<file path="src/design/stepper_step_generator_ramp_core_assert.svh">
// assertion macros for the step generator, used by ssgr_step
// expects signals named clk and rst_n in the module that uses them
`ifndef STEPPER_STEP_GENERATOR_RAMP_CORE_ASSERT_SVH
`define STEPPER_STEP_GENERATOR_RAMP_CORE_ASSERT_SVH

// same-cycle implication
`define SSGR_ASSERT_NOW(label, ante, cons) \
  label: assert property (@(posedge clk) disable iff (!rst_n) (ante) |-> (cons)) \
    else $error("step generator check failed");

// next-cycle implication
`define SSGR_ASSERT_NEXT(label, ante, cons) \
  label: assert property (@(posedge clk) disable iff (!rst_n) (ante) |=> (cons)) \
    else $error("step generator check failed");

`endif

</file>
<file path="src/design/ssgr_pkg.sv">
// shared types and codes for the stepper step generator
// no dependencies
package ssgr_pkg;

  localparam int unsigned TIME_W   = 32;
  localparam int unsigned PERIOD_W = 16;
  localparam int unsigned POS_W    = 16;
  localparam int unsigned DIR_W    = 2;
  localparam int unsigned CFG_IDX_W = 1;
  localparam int unsigned CFG_DATA_W = 16;

  localparam logic [PERIOD_W-1:0] PERIOD_RESET = 16'd1;
  localparam logic [PERIOD_W-1:0] TARGET_RESET = 16'd1;

  typedef enum logic [CFG_IDX_W-1:0] {
    CFG_TARGET_PERIOD = 1'b0,
    CFG_DIRECTION     = 1'b1
  } cfg_idx_t;

  typedef enum logic [DIR_W-1:0] {
    DIR_FORWARD  = 2'd0,
    DIR_BACKWARD = 2'd1,
    DIR_HOLD     = 2'd2
  } dir_t;

  typedef struct packed {
    logic                    step_pulse;
    logic signed [POS_W-1:0] position;
    logic [PERIOD_W-1:0]     period_now;
  } result_t;

endpackage

</file>
<file path="src/design/ssgr_step.sv">
// step decision, ramp and position state for the step generator
// depends on ssgr_pkg and the assertion macro header
`include "stepper_step_generator_ramp_core_assert.svh"

module ssgr_step (
  input  logic                            clk,
  input  logic                            rst_n,
  input  logic                            cfg_we,
  input  logic [ssgr_pkg::CFG_IDX_W-1:0]  cfg_index,
  input  logic [ssgr_pkg::CFG_DATA_W-1:0] cfg_data,
  input  logic                            en,
  input  logic [ssgr_pkg::TIME_W-1:0]     now,
  output ssgr_pkg::result_t               res
);

  logic [ssgr_pkg::PERIOD_W-1:0] target_r;
  logic [ssgr_pkg::DIR_W-1:0]    dir_r;
  logic [ssgr_pkg::PERIOD_W-1:0] period_r, period_nxt;
  logic [ssgr_pkg::TIME_W-1:0]   last_r;
  logic [ssgr_pkg::POS_W-1:0]    count_r, count_nxt;
  logic [ssgr_pkg::TIME_W:0]     due;
  logic                          fire;

  // due time kept in 33 bits so it never wraps
  assign due  = {1'b0, last_r} + {{(ssgr_pkg::TIME_W + 1 - ssgr_pkg::PERIOD_W){1'b0}}, period_r};
  assign fire = (period_r != '0) && ({1'b0, now} >= due);

  always_comb begin
    period_nxt = period_r;
    if (period_r < target_r) begin
      period_nxt = period_r + 16'd1;
    end else if (period_r > target_r) begin
      period_nxt = period_r - 16'd1;
    end
  end

  always_comb begin
    case (ssgr_pkg::dir_t'(dir_r))
      ssgr_pkg::DIR_FORWARD:  count_nxt = count_r + 16'd1;
      ssgr_pkg::DIR_BACKWARD: count_nxt = count_r - 16'd1;
      default:                count_nxt = count_r;
    endcase
  end

  always_ff @(posedge clk) begin
    if (!rst_n) begin
      target_r <= ssgr_pkg::TARGET_RESET;
      dir_r    <= ssgr_pkg::DIR_FORWARD;
      period_r <= ssgr_pkg::PERIOD_RESET;
      last_r   <= '0;
      count_r  <= '0;
    end else begin
      if (cfg_we) begin
        case (ssgr_pkg::cfg_idx_t'(cfg_index))
          ssgr_pkg::CFG_TARGET_PERIOD: target_r <= cfg_data[ssgr_pkg::PERIOD_W-1:0];
          ssgr_pkg::CFG_DIRECTION:     dir_r    <= cfg_data[ssgr_pkg::DIR_W-1:0];
          default: ;
        endcase
      end
      if (en && fire) begin
        period_r <= period_nxt;
        last_r   <= now;
        count_r  <= count_nxt;
      end
    end
  end

  always_comb begin
    res.step_pulse = fire;
    res.position   = fire ? $signed(count_nxt) : $signed(count_r);
    res.period_now = fire ? period_nxt : period_r;
  end

  `SSGR_ASSERT_NOW(a_zero_period_halts, period_r == '0, !fire)
  `SSGR_ASSERT_NEXT(a_idle_state_holds, !(en && fire),
    $stable(period_r) && $stable(last_r) && $stable(count_r))
  `SSGR_ASSERT_NEXT(a_step_records_time, en && fire, last_r == $past(now))
  `SSGR_ASSERT_NEXT(a_forward_counts_up, en && fire && dir_r == ssgr_pkg::DIR_FORWARD,
    count_r == 16'($past(count_r) + 16'd1))

endmodule

</file>
<file path="src/design/stepper_step_generator_ramp_core.sv">
// each item passes the input register, then the result register; it moves on into the result
// register once the result stage can take it, so a result-side stall holds it in the input register
// throughput: one item per cycle while the result side does not stall; the step state updates in
// the same cycle the item leaves the input register, so the next item sees it with no gap
// reset: synchronous active-low rst_n clears both stages, period to 1, position and
// last step time to 0, target period to 1 and direction to forward
module stepper_step_generator_ramp_core (
  input  logic                                 clk,
  input  logic                                 rst_n,
  input  logic                                 cfg_we,
  input  logic [ssgr_pkg::CFG_IDX_W-1:0]       cfg_index,
  input  logic [ssgr_pkg::CFG_DATA_W-1:0]      cfg_data,
  input  logic                                 in_valid,
  output logic                                 in_stall,
  input  logic [ssgr_pkg::TIME_W-1:0]          in_now_ms,
  output logic                                 out_valid,
  input  logic                                 out_stall,
  output logic                                 out_step_pulse,
  output logic signed [ssgr_pkg::POS_W-1:0]    out_position,
  output logic [ssgr_pkg::PERIOD_W-1:0]        out_period_now
);

  logic                        in_valid_r;
  logic [ssgr_pkg::TIME_W-1:0] now_r;
  logic                        out_valid_r;
  ssgr_pkg::result_t           res_r;
  ssgr_pkg::result_t           res;
  logic                        advance;

  // the result stage can take a new item when empty or when its item transfers
  assign advance  = !out_valid_r || !out_stall;
  assign in_stall = in_valid_r && !advance;

  ssgr_step u_step (
    .clk       (clk),
    .rst_n     (rst_n),
    .cfg_we    (cfg_we),
    .cfg_index (cfg_index),
    .cfg_data  (cfg_data),
    .en        (in_valid_r && advance),
    .now       (now_r),
    .res       (res)
  );

  always_ff @(posedge clk) begin
    if (!rst_n) begin
      in_valid_r  <= 1'b0;
      out_valid_r <= 1'b0;
    end else begin
      if (!in_stall) begin
        in_valid_r <= in_valid;
      end
      if (advance) begin
        out_valid_r <= in_valid_r;
      end
    end
  end

  always_ff @(posedge clk) begin
    if (in_valid && !in_stall) begin
      now_r <= in_now_ms;
    end
    if (advance && in_valid_r) begin
      res_r <= res;
    end
  end

  assign out_valid      = out_valid_r;
  assign out_step_pulse = res_r.step_pulse;
  assign out_position   = res_r.position;
  assign out_period_now = res_r.period_now;

endmodule

</file>
<file path="config.mk">
export PLATFORM = sky130hd
export DESIGN_NAME = stepper_step_generator_ramp_core
export DESIGN_NICKNAME = d
export VERILOG_FILES = /design/src/design/ssgr_pkg.sv /design/src/design/ssgr_step.sv /design/src/design/stepper_step_generator_ramp_core.sv
export VERILOG_INCLUDE_DIRS = /design/src /design/src/design
export SDC_FILE = /design/constraint.sdc
export NUM_CORES = 1
export LEC_CHECK = 0
export BUFFER_PORTS_ARGS = -buffer_cell sky130_fd_sc_hd__buf_2
export CAP_MARGIN = 20
export CORE_ASPECT_RATIO = 1.75
export CORE_MARGIN = 8
export CORE_UTILIZATION = 60
export DETAILED_ROUTE_END_ITERATION = 12
export PLACE_DENSITY_LB_ADDON = 0.08
export SLEW_MARGIN = 25
export SYNTH_ARGS = -nofsm -noshare
export SYNTH_HDL_FRONTEND = slang
export SYNTH_SLANG_ARGS = --single-unit
</file>
<file path="constraint.sdc">
create_clock -name clk -period 11.4 [get_ports clk]
set_clock_uncertainty 0.2 [all_clocks]
set_input_delay 1.14 -clock clk [delete_from_list [all_inputs] [get_ports clk]]
set_output_delay 1.14 -clock clk [all_outputs]
set_load 0.02 [all_outputs]
</file>
Word level (Yosys, flattened, before mapping) --
Index checks and enable logic that the tools add are counted.
Storage, ports and cells: register bits 149, input bits 54, output and inout bits 35, word-level logic and storage cells 40
Cells by class: add/sub/neg operators 5, magnitude comparators 3, equality and inequality tests 1, mux-type cells 5, bitwise gates (word level) 1, reduce and logical (&&, ||, !) cells 14
Operators with widths (number):
- $mux 16 | 4
- $add 32x16->33 | 1
- $ge 32x33->1 | 1
- $add 16x1->16 const B | 2
- $pmux 16 s2 | 1
- $sub 16x1->16 const B | 2
- $gt 16x16->1 | 1
- $lt 16x16->1 | 1
- $reduce_bool 16->1 | 1
- $logic_and 1x1->1 | 5
- $logic_not 1->1 | 4
- $reduce_and 2->1 | 2
- $eq 2x1->1 const B | 1
- $logic_not 2->1 | 1
- $logic_or 1x1->1 | 1
- $not 1->1 | 1

Longest topological paths before layout --
Gate-level depths: netlist (run 1).
depth after elaboration 6, depth in mapped cells 22, gate-level depth less buffers 20

By module --
Synthesis (run 1) repeated with hierarchy kept, for this count alone.
Second synthesis, totals: cell total of the unflattened synthesis 896, area total of the unflattened synthesis 8833.5 µm²
By module, submodules not included:
- ssgr_step | instances 1, cells an instance 823, area each 6797.8 µm²
- stepper_step_generator_ramp_core | instances 1, cells an instance 73, area each 2035.7 µm²

Worst setup path after synthesis (run 1) --
No wires, ideal clock.
kind input -> register, from input port out_stall, to register u_step.count_r[14] (netlist name), setup time 0.116 ns, arrival 5.265 ns, data required time 11.084 ns, setup slack 5.818 ns, cell stages on the path 6, buffers on the path 1, path through a21boi_0 o2111ai_4 nor3_4 buf_6 nor2_1 a31o_2
On the way: cells in the longest elaborated chain, start to end 4
Ends and longest elaborated chain:
- from (decl) | RTL line stepper_step_generator_ramp_core.sv:17 | input logic out_stall,
- $logic_not 1->1 | RTL line stepper_step_generator_ramp_core.sv:31 | assign advance = !out_valid_r || !out_stall;
- $logic_or 1x1->1 | RTL line stepper_step_generator_ramp_core.sv:31
- $logic_and 1x1->1 | RTL line stepper_step_generator_ramp_core.sv:40 | .en (in_valid_r && advance),
- $logic_and 1x1->1 | RTL line ssgr_step.sv:60 | if (en && fire) begin
- to (signal assigned) | RTL line ssgr_step.sv:63 | count_r <= count_nxt;
- to (decl) | RTL line ssgr_step.sv:20 | logic [ssgr_pkg::POS_W-1:0] count_r, count_nxt;
No other way between the ends. A chain may end at the register's enable or synchronous reset.

==> reports/results.ini, run 1 <==
[timing]
fin_crit_ns = 6.389
fin_setup_tns_ns = 0
slew_viol_final = 0
rsz0062_at_grt = no
setup_ws_ns = 5.011
finalHoldViolCount = 0
whs_ns = 0.2674
slew_headroom_pct = 28.09
max_freq_ghz = 0.1565
finalSetupViolations = 0
period_share_pct = 56.04
tightest_slew_ns = 1.070

[synthesis]
synth.distinct_cells = 71
netlist_area_um2 = 8915
syn_nets = 1040
synthMuxAreaShare_pct = 5.923
synth_top_family_by_area = simple AND/OR/NAND/NOR gates
synth_compound_area_share_pct = 14.92
synth_warnings = 0
synth_xor_area_share_pct = 6.779
synth_edf_count = 65
synthSimpleGateAreaFrac_pct = 16.60
synth_seq_cells = 149
async_flop_share_pct = 0
synth_fa_ha_area_share_pct = 11.82
avgSynthCellArea_um2 = 9.872
seq_area_frac_synth_pct = 40.76
netlist_instances = 903
ys.flop_type = dfxtp_1

[clocking]
hold_buffers = 0
cts_resized = 0
postCtsSetupBuffers = 0
cts.htree.levels = 4
cts_tree = built
cts_root_buf = clkbuf_16
cts_buffer_depth = 2
clk_pin_slew_ns = 0.06
numCtsBuffers = 17
clk_latency_ns = 0.43
clock_sinks = 149

[status]
status = finished clean

[floorplanning]
initial_core_util_pct = 60.68
die_y_um = 177.3
row_count = 59
ios = 89
core-area_um2 = 14690
dieArea_um2 = 19170
die_w_um = 108.1

[final_layout]
nNetsFinal = 1118
syn2layout_area_growth_pct = 12.72
antenna_cells = 0
drive_above_1_share_pct = 15.39
final_core_util_pct = 68.40
final_cell_mix = nand2_1, buf_2, dfxtp_1
final_common_cell = nand2_1

[global_route]
grt_pass1_vias = 7258
grtUsageMet1_pct = 23.25
grt_usage_pct = 23.90
grt_pass1_wl_mm = 35.76
grt-busiest-layer = met2
met2_usage_pct = 45.78
grt_max_degree = 51
grt_overflow_total = 0
grt_antenna_before_repair = 0
grtUsageMet3_pct = 3.209

[critical_path]
crit_type = reg2reg
critPathRequiredTime_ns = 11.37
worstSetupStartpointType = flip-flop
cp.arrival_ns = 6.36
cp_max_fo = 23
endpoint_kind = flip-flop

[route]
viasPerCell = 5.952
wirelength_mm = 22.41
dr.pass1.iters = 5
drt_iter0_drc = 285
vias = 7005
wl_per_cell_um = 19.04
drc = 0
drtAntennaViolNets = 0

[power_and_ir_drop]
total_power_mw = 1.368
powerDensity_nw_per_um2 = 136.1
p_leak_nw = 4.191
max-vdd-ir-drop_uv = 123.0

[place]
dp_hpwl_mm = 17.02
preCtsSetupSlack_ns = 5.044
gp_congestion = 0.9269
portBuffers = 88

[hold_path]
hold_path.class = reg2reg

[run]
cap_viol_max_count = 0

-- per-layer routing --
| layer | wire length (um) | part of all wire [%] | up-vias |
|---|---|---|---|
| met5 | 0 | 0 | - |
| met4 | 1061 | 4.7 | 0 |
| met3 | 794 | 3.5 | 61 |
| met2 | 12550 | 56 | 185 |
| met1 | 8001 | 36 | 3336 |
| li1 | - | - | 3423 |
-- final cells by class --
type | count | area [um2]
inverter | 31 | 116.4
tap | 183 | 229.0
clock buffer | 19 | 452.9
sequential | 149 | 3633
fill | 1211 | 4642
clock inverter | 13 | 110.1
timing repair buffer | 95 | 496.7
multi-input combinational | 687 | 5010
-- cell families after synthesis --
kind of cell,count (synthesis)
buf+inv,67
fa+ha+maj,83
compound gates,197
mux,51
xor+xnor,69
simple gates,287
flops,149
-- path summary, 6_finish.rpt --
check                                   startpoint                          endpoint  depth (start not counted)  slack [ns]
hold reg to reg   u_step.target_r[11]$_SDFFE_PN0P_  u_step.target_r[11]$_SDFFE_PN0P_                          2        0.27
setup reg to reg   u_step.period_r[0]$_SDFFE_PN1P_       out_period_now[9]$_DFFE_PP_                         21        5.01
setup / recovery   u_step.period_r[0]$_SDFFE_PN1P_       out_period_now[9]$_DFFE_PP_                         21        5.01
hold / removal    u_step.target_r[11]$_SDFFE_PN0P_  u_step.target_r[11]$_SDFFE_PN0P_                          2        0.27
-- critical path, cell delays in order (launching register included) --
cell      delay [ns]
dfxtp_1         0.41
ha_1            0.26
fa_1            0.42
a211oi_1        0.38
o31ai_2         0.15
a21oi_1         0.21
o21ai_0         0.19
a21o_1          0.23
a21oi_1         0.18
xor2_1          0.18
ha_1            0.26
a21oi_1         0.19
o22ai_1         0.14
nor4_1          0.47
o21ai_0         0.22
a21oi_2         0.70
buf_4           0.43
nor2_1          0.11
nand2_1         0.12
inv_1           0.24
a21boi_0        0.24
xor2_1          0.16
-- flip-flops by register name (all words and copies together), names as in the netlist --
| name | cells |
|---|---|
| u_step.target_r | 16 |
| out_position | 16 |
| u_step.last_r | 32 |
| u_step.dir_r | 2 |
| u_step.count_r | 16 |
| out_period_now | 16 |
| out_step_pulse | 1 |
| now_r | 32 |
| out_valid | 1 |
| u_step.period_r | 16 |
| in_valid_r | 1 |
-- per-stage QoR --
step | std cells | area (um2)
floorplan | 903 | 8915
global placement | 1144 | 9474
detailed placement | 1144 | 9474
CTS | 1176 | 10040
global route | 1177 | 10050
finish | 1177 | 10050
-- report_power, final --
group	leakage (nW)	internal (mW)	switching, mW	total [mW]
registers	1.32	0.588	0.0195	0.607
clock network	0.274	0.297	0.251	0.548
logic	2.60	0.0846	0.128	0.213
total	4.19	0.969	0.399	1.37
-- cell usage after synthesis, drive strengths merged, types with 8 or more instances --
cell type | count | area, um2
a211oi | 8 | 60.06
nand2 | 97 | 364.1
ha | 81 | 1013
nor3 | 19 | 106.4
o21ai | 47 | 246.5
buf | 12 | 78.83
mux2 | 14 | 157.7
o21a | 8 | 60.06
nor2 | 43 | 171.4
a21boi | 37 | 277.8
clkbuf | 24 | 90.09
and3 | 12 | 80.08
a21oi | 44 | 224.0
nand3 | 17 | 85.08
nor4 | 9 | 71.32
nor2b | 34 | 212.7
xor2 | 31 | 271.5
nand2b | 10 | 62.56
edfxtp | 65 | 1952
nand4 | 19 | 118.9
mux2i | 37 | 370.4
dfxtp | 84 | 1682
xnor2 | 38 | 332.8
inv | 31 | 116.4
a21o | 18 | 135.1
Power figures use the tool's default switching activity.
==> inputs of run 2 (changes only) <==
Clock period 11.4 ns to 5.9 ns, I/O delays scaled along.
==> run 2 against run 1 <==
Sequential power up 93%. Power up 88%. Wire length down 0.76%. Setup slack worse by 4.5 ns. Maximum frequency up 18%. Final cell count up 0.85%. Critical path depth down 1. Global-route usage down 0.31 points. Clock power up 80%. Design area up 0.72%. Combinational power up 95%. Critical endpoint is now out_period_now[1]$_DFFE_PP_.
==> reports/results.ini, run 2 (synthesis gave the netlist of run 1 again) <==
[global_route]
grt_overflow_total = 0
grt_pass1_vias = 7396
grt_max_degree = 72
grt_usage_pct = 23.59
grt_antenna_before_repair = 0
grt_pass1_wl_mm = 35.68

[critical_path]
worstSetupStartpointType = flip-flop
endpoint_kind = flip-flop
crit_type = reg2reg
critPathRequiredTime_ns = 5.84
cp_max_fo = 14
cp.arrival_ns = 5.35

[timing]
finalSetupViolations = 0
max_freq_ghz = 0.1848
fin_crit_ns = 5.412
whs_ns = 0.1403
fin_setup_tns_ns = 0
rsz0062_at_grt = no
period_share_pct = 91.72
slew_viol_final = 0
slew_headroom_pct = 36.43
tightest_slew_ns = 0.9472
setup_ws_ns = 0.4885
finalHoldViolCount = 0

[final_layout]
reg_top3 = now_r: 32 flops, u_step.last_r: 32 flops
final_common_cell = nand2_1
fin_area_um2 = 10120
final_cell_mix = nand2_1, buf_2, dfxtp_1
syn2layout_area_growth_pct = 13.53
nNetsFinal = 1128
antenna_cells = 0
drive_above_1_share_pct = 16.24

[route]
wirelength_mm = 22.24
vias = 7003
wl_per_cell_um = 18.73
drt_iter0_drc = 294
dr.pass1.iters = 4
drtAntennaViolNets = 0
wl_met2_mm = 12.61
wl_met1_mm = 7.894
viasPerCell = 5.900
wl_met3_um = 720
drc = 0
highest_layer = met4

[clocking]
hold_buffers = 0
clk_pin_slew_ns = 0.07
clk_latency_ns = 0.42
cts_tree = built
cts_root_buf = clkbuf_16
cts.htree.levels = 4
numCtsBuffers = 17
cts_buffer_depth = 2
clock_sinks = 149

[place]
place_area_um2 = 9569
gp_congestion = 0.9712
dp_hpwl_mm = 17.13
portBuffers = 88
preCtsSetupSlack_ns = 0.3098

[power_and_ir_drop]
p_leak_nw = 4.228
total_power_mw = 2.574
powerDensity_nw_per_um2 = 254.4
max-vdd-ir-drop_uv = 205.4

[floorplanning]
ios = 89
dieArea_um2 = 19170
row_count = 59
initial_core_util_pct = 60.68
core-area_um2 = 14690
die_y_um = 177.3
die_w_um = 108.1

[run]
cap_viol_max_count = 0

[status]
status = finished clean

[hold_path]
hold_path.class = in2reg

==> run 2: layout make-up <==
| type | instances | area (um2) |
|---|---|---|
| multi-input cells | 687 | 5030 |
| fillers | 1160 | 4569 |
| flip-flops and latches | 149 | 3633 |
| repair buffers | 105 | 580.6 |
| clock buffers | 19 | 432.9 |
| well taps | 183 | 229.0 |
| inverters | 31 | 116.4 |
| clock inverters | 13 | 98.84 |
==> run 2: what timing repair did <==
| item | in CTS | in global routing |
|---|---|---|
| buffers inserted | 0 | 0 |
| setup endpoints to repair | 0 | 18 |
| resized for setup | 0 | 3 |
==> run 2: worst max-delay path, stage by stage, from the launching register on <==
cell and delay (ns):
dfxtp_1 0.40, ha_1 0.26, fa_1 0.43, a211oi_1 0.34
o31ai_2 0.13, and3_4 0.21, o21ai_4 0.29, nor2_1 0.16
nand3_1 0.13, xor2_1 0.17, ha_1 0.29, a21o_1 0.17
a21o_1 0.19, a211oi_1 0.21, o21ai_0 0.18, o21ai_1 0.56
nor2_1 0.12, nand2_1 0.11, inv_1 0.21, mux2i_1 0.21
o311ai_0 0.16
==> run 2: report_power, final <==
part / total [mW] / switching (mW) / internal [mW]
registers: 1.17 / 0.0359 / 1.14
logic: 0.416 / 0.249 / 0.167
clock network: 0.986 / 0.444 / 0.542
total: 2.57 / 0.729 / 1.85
==> run 2: final timing paths <==
| kind | startpoint | end | cells after the start | slack [ns] |
|---|---|---|---|---|
| max | u_step.period_r[0]$_SDFFE_PN1P_ | out_period_now[1]$_DFFE_PP_ | 20 | 0.49 |
| min | in_now_ms[21] | now_r[21]$_DFFE_PP_ | 1 | 0.14 |
| max reg2reg | u_step.period_r[0]$_SDFFE_PN1P_ | out_period_now[1]$_DFFE_PP_ | 20 | 0.49 |
| min reg2reg | u_step.target_r[6]$_SDFFE_PN0P_ | u_step.target_r[6]$_SDFFE_PN0P_ | 2 | 0.27 |
==> run 2: stage by stage <==
step	cells	utilization (%)
after floorplan	903	-
after global placement	1155	65.14
after detailed placement	1155	65.14
after CTS	1187	68.76
after global routing	1187	68.90
final	1187	68.90
==> run 2: routing by layer <==
metal | vias to the layer above | track usage, %
li1 | 3439 | -
met1 | 3332 | 22.20
met2 | 168 | 46.30
met3 | 64 | 3.282
met4 | 0 | 12.86
met5 | - | 0
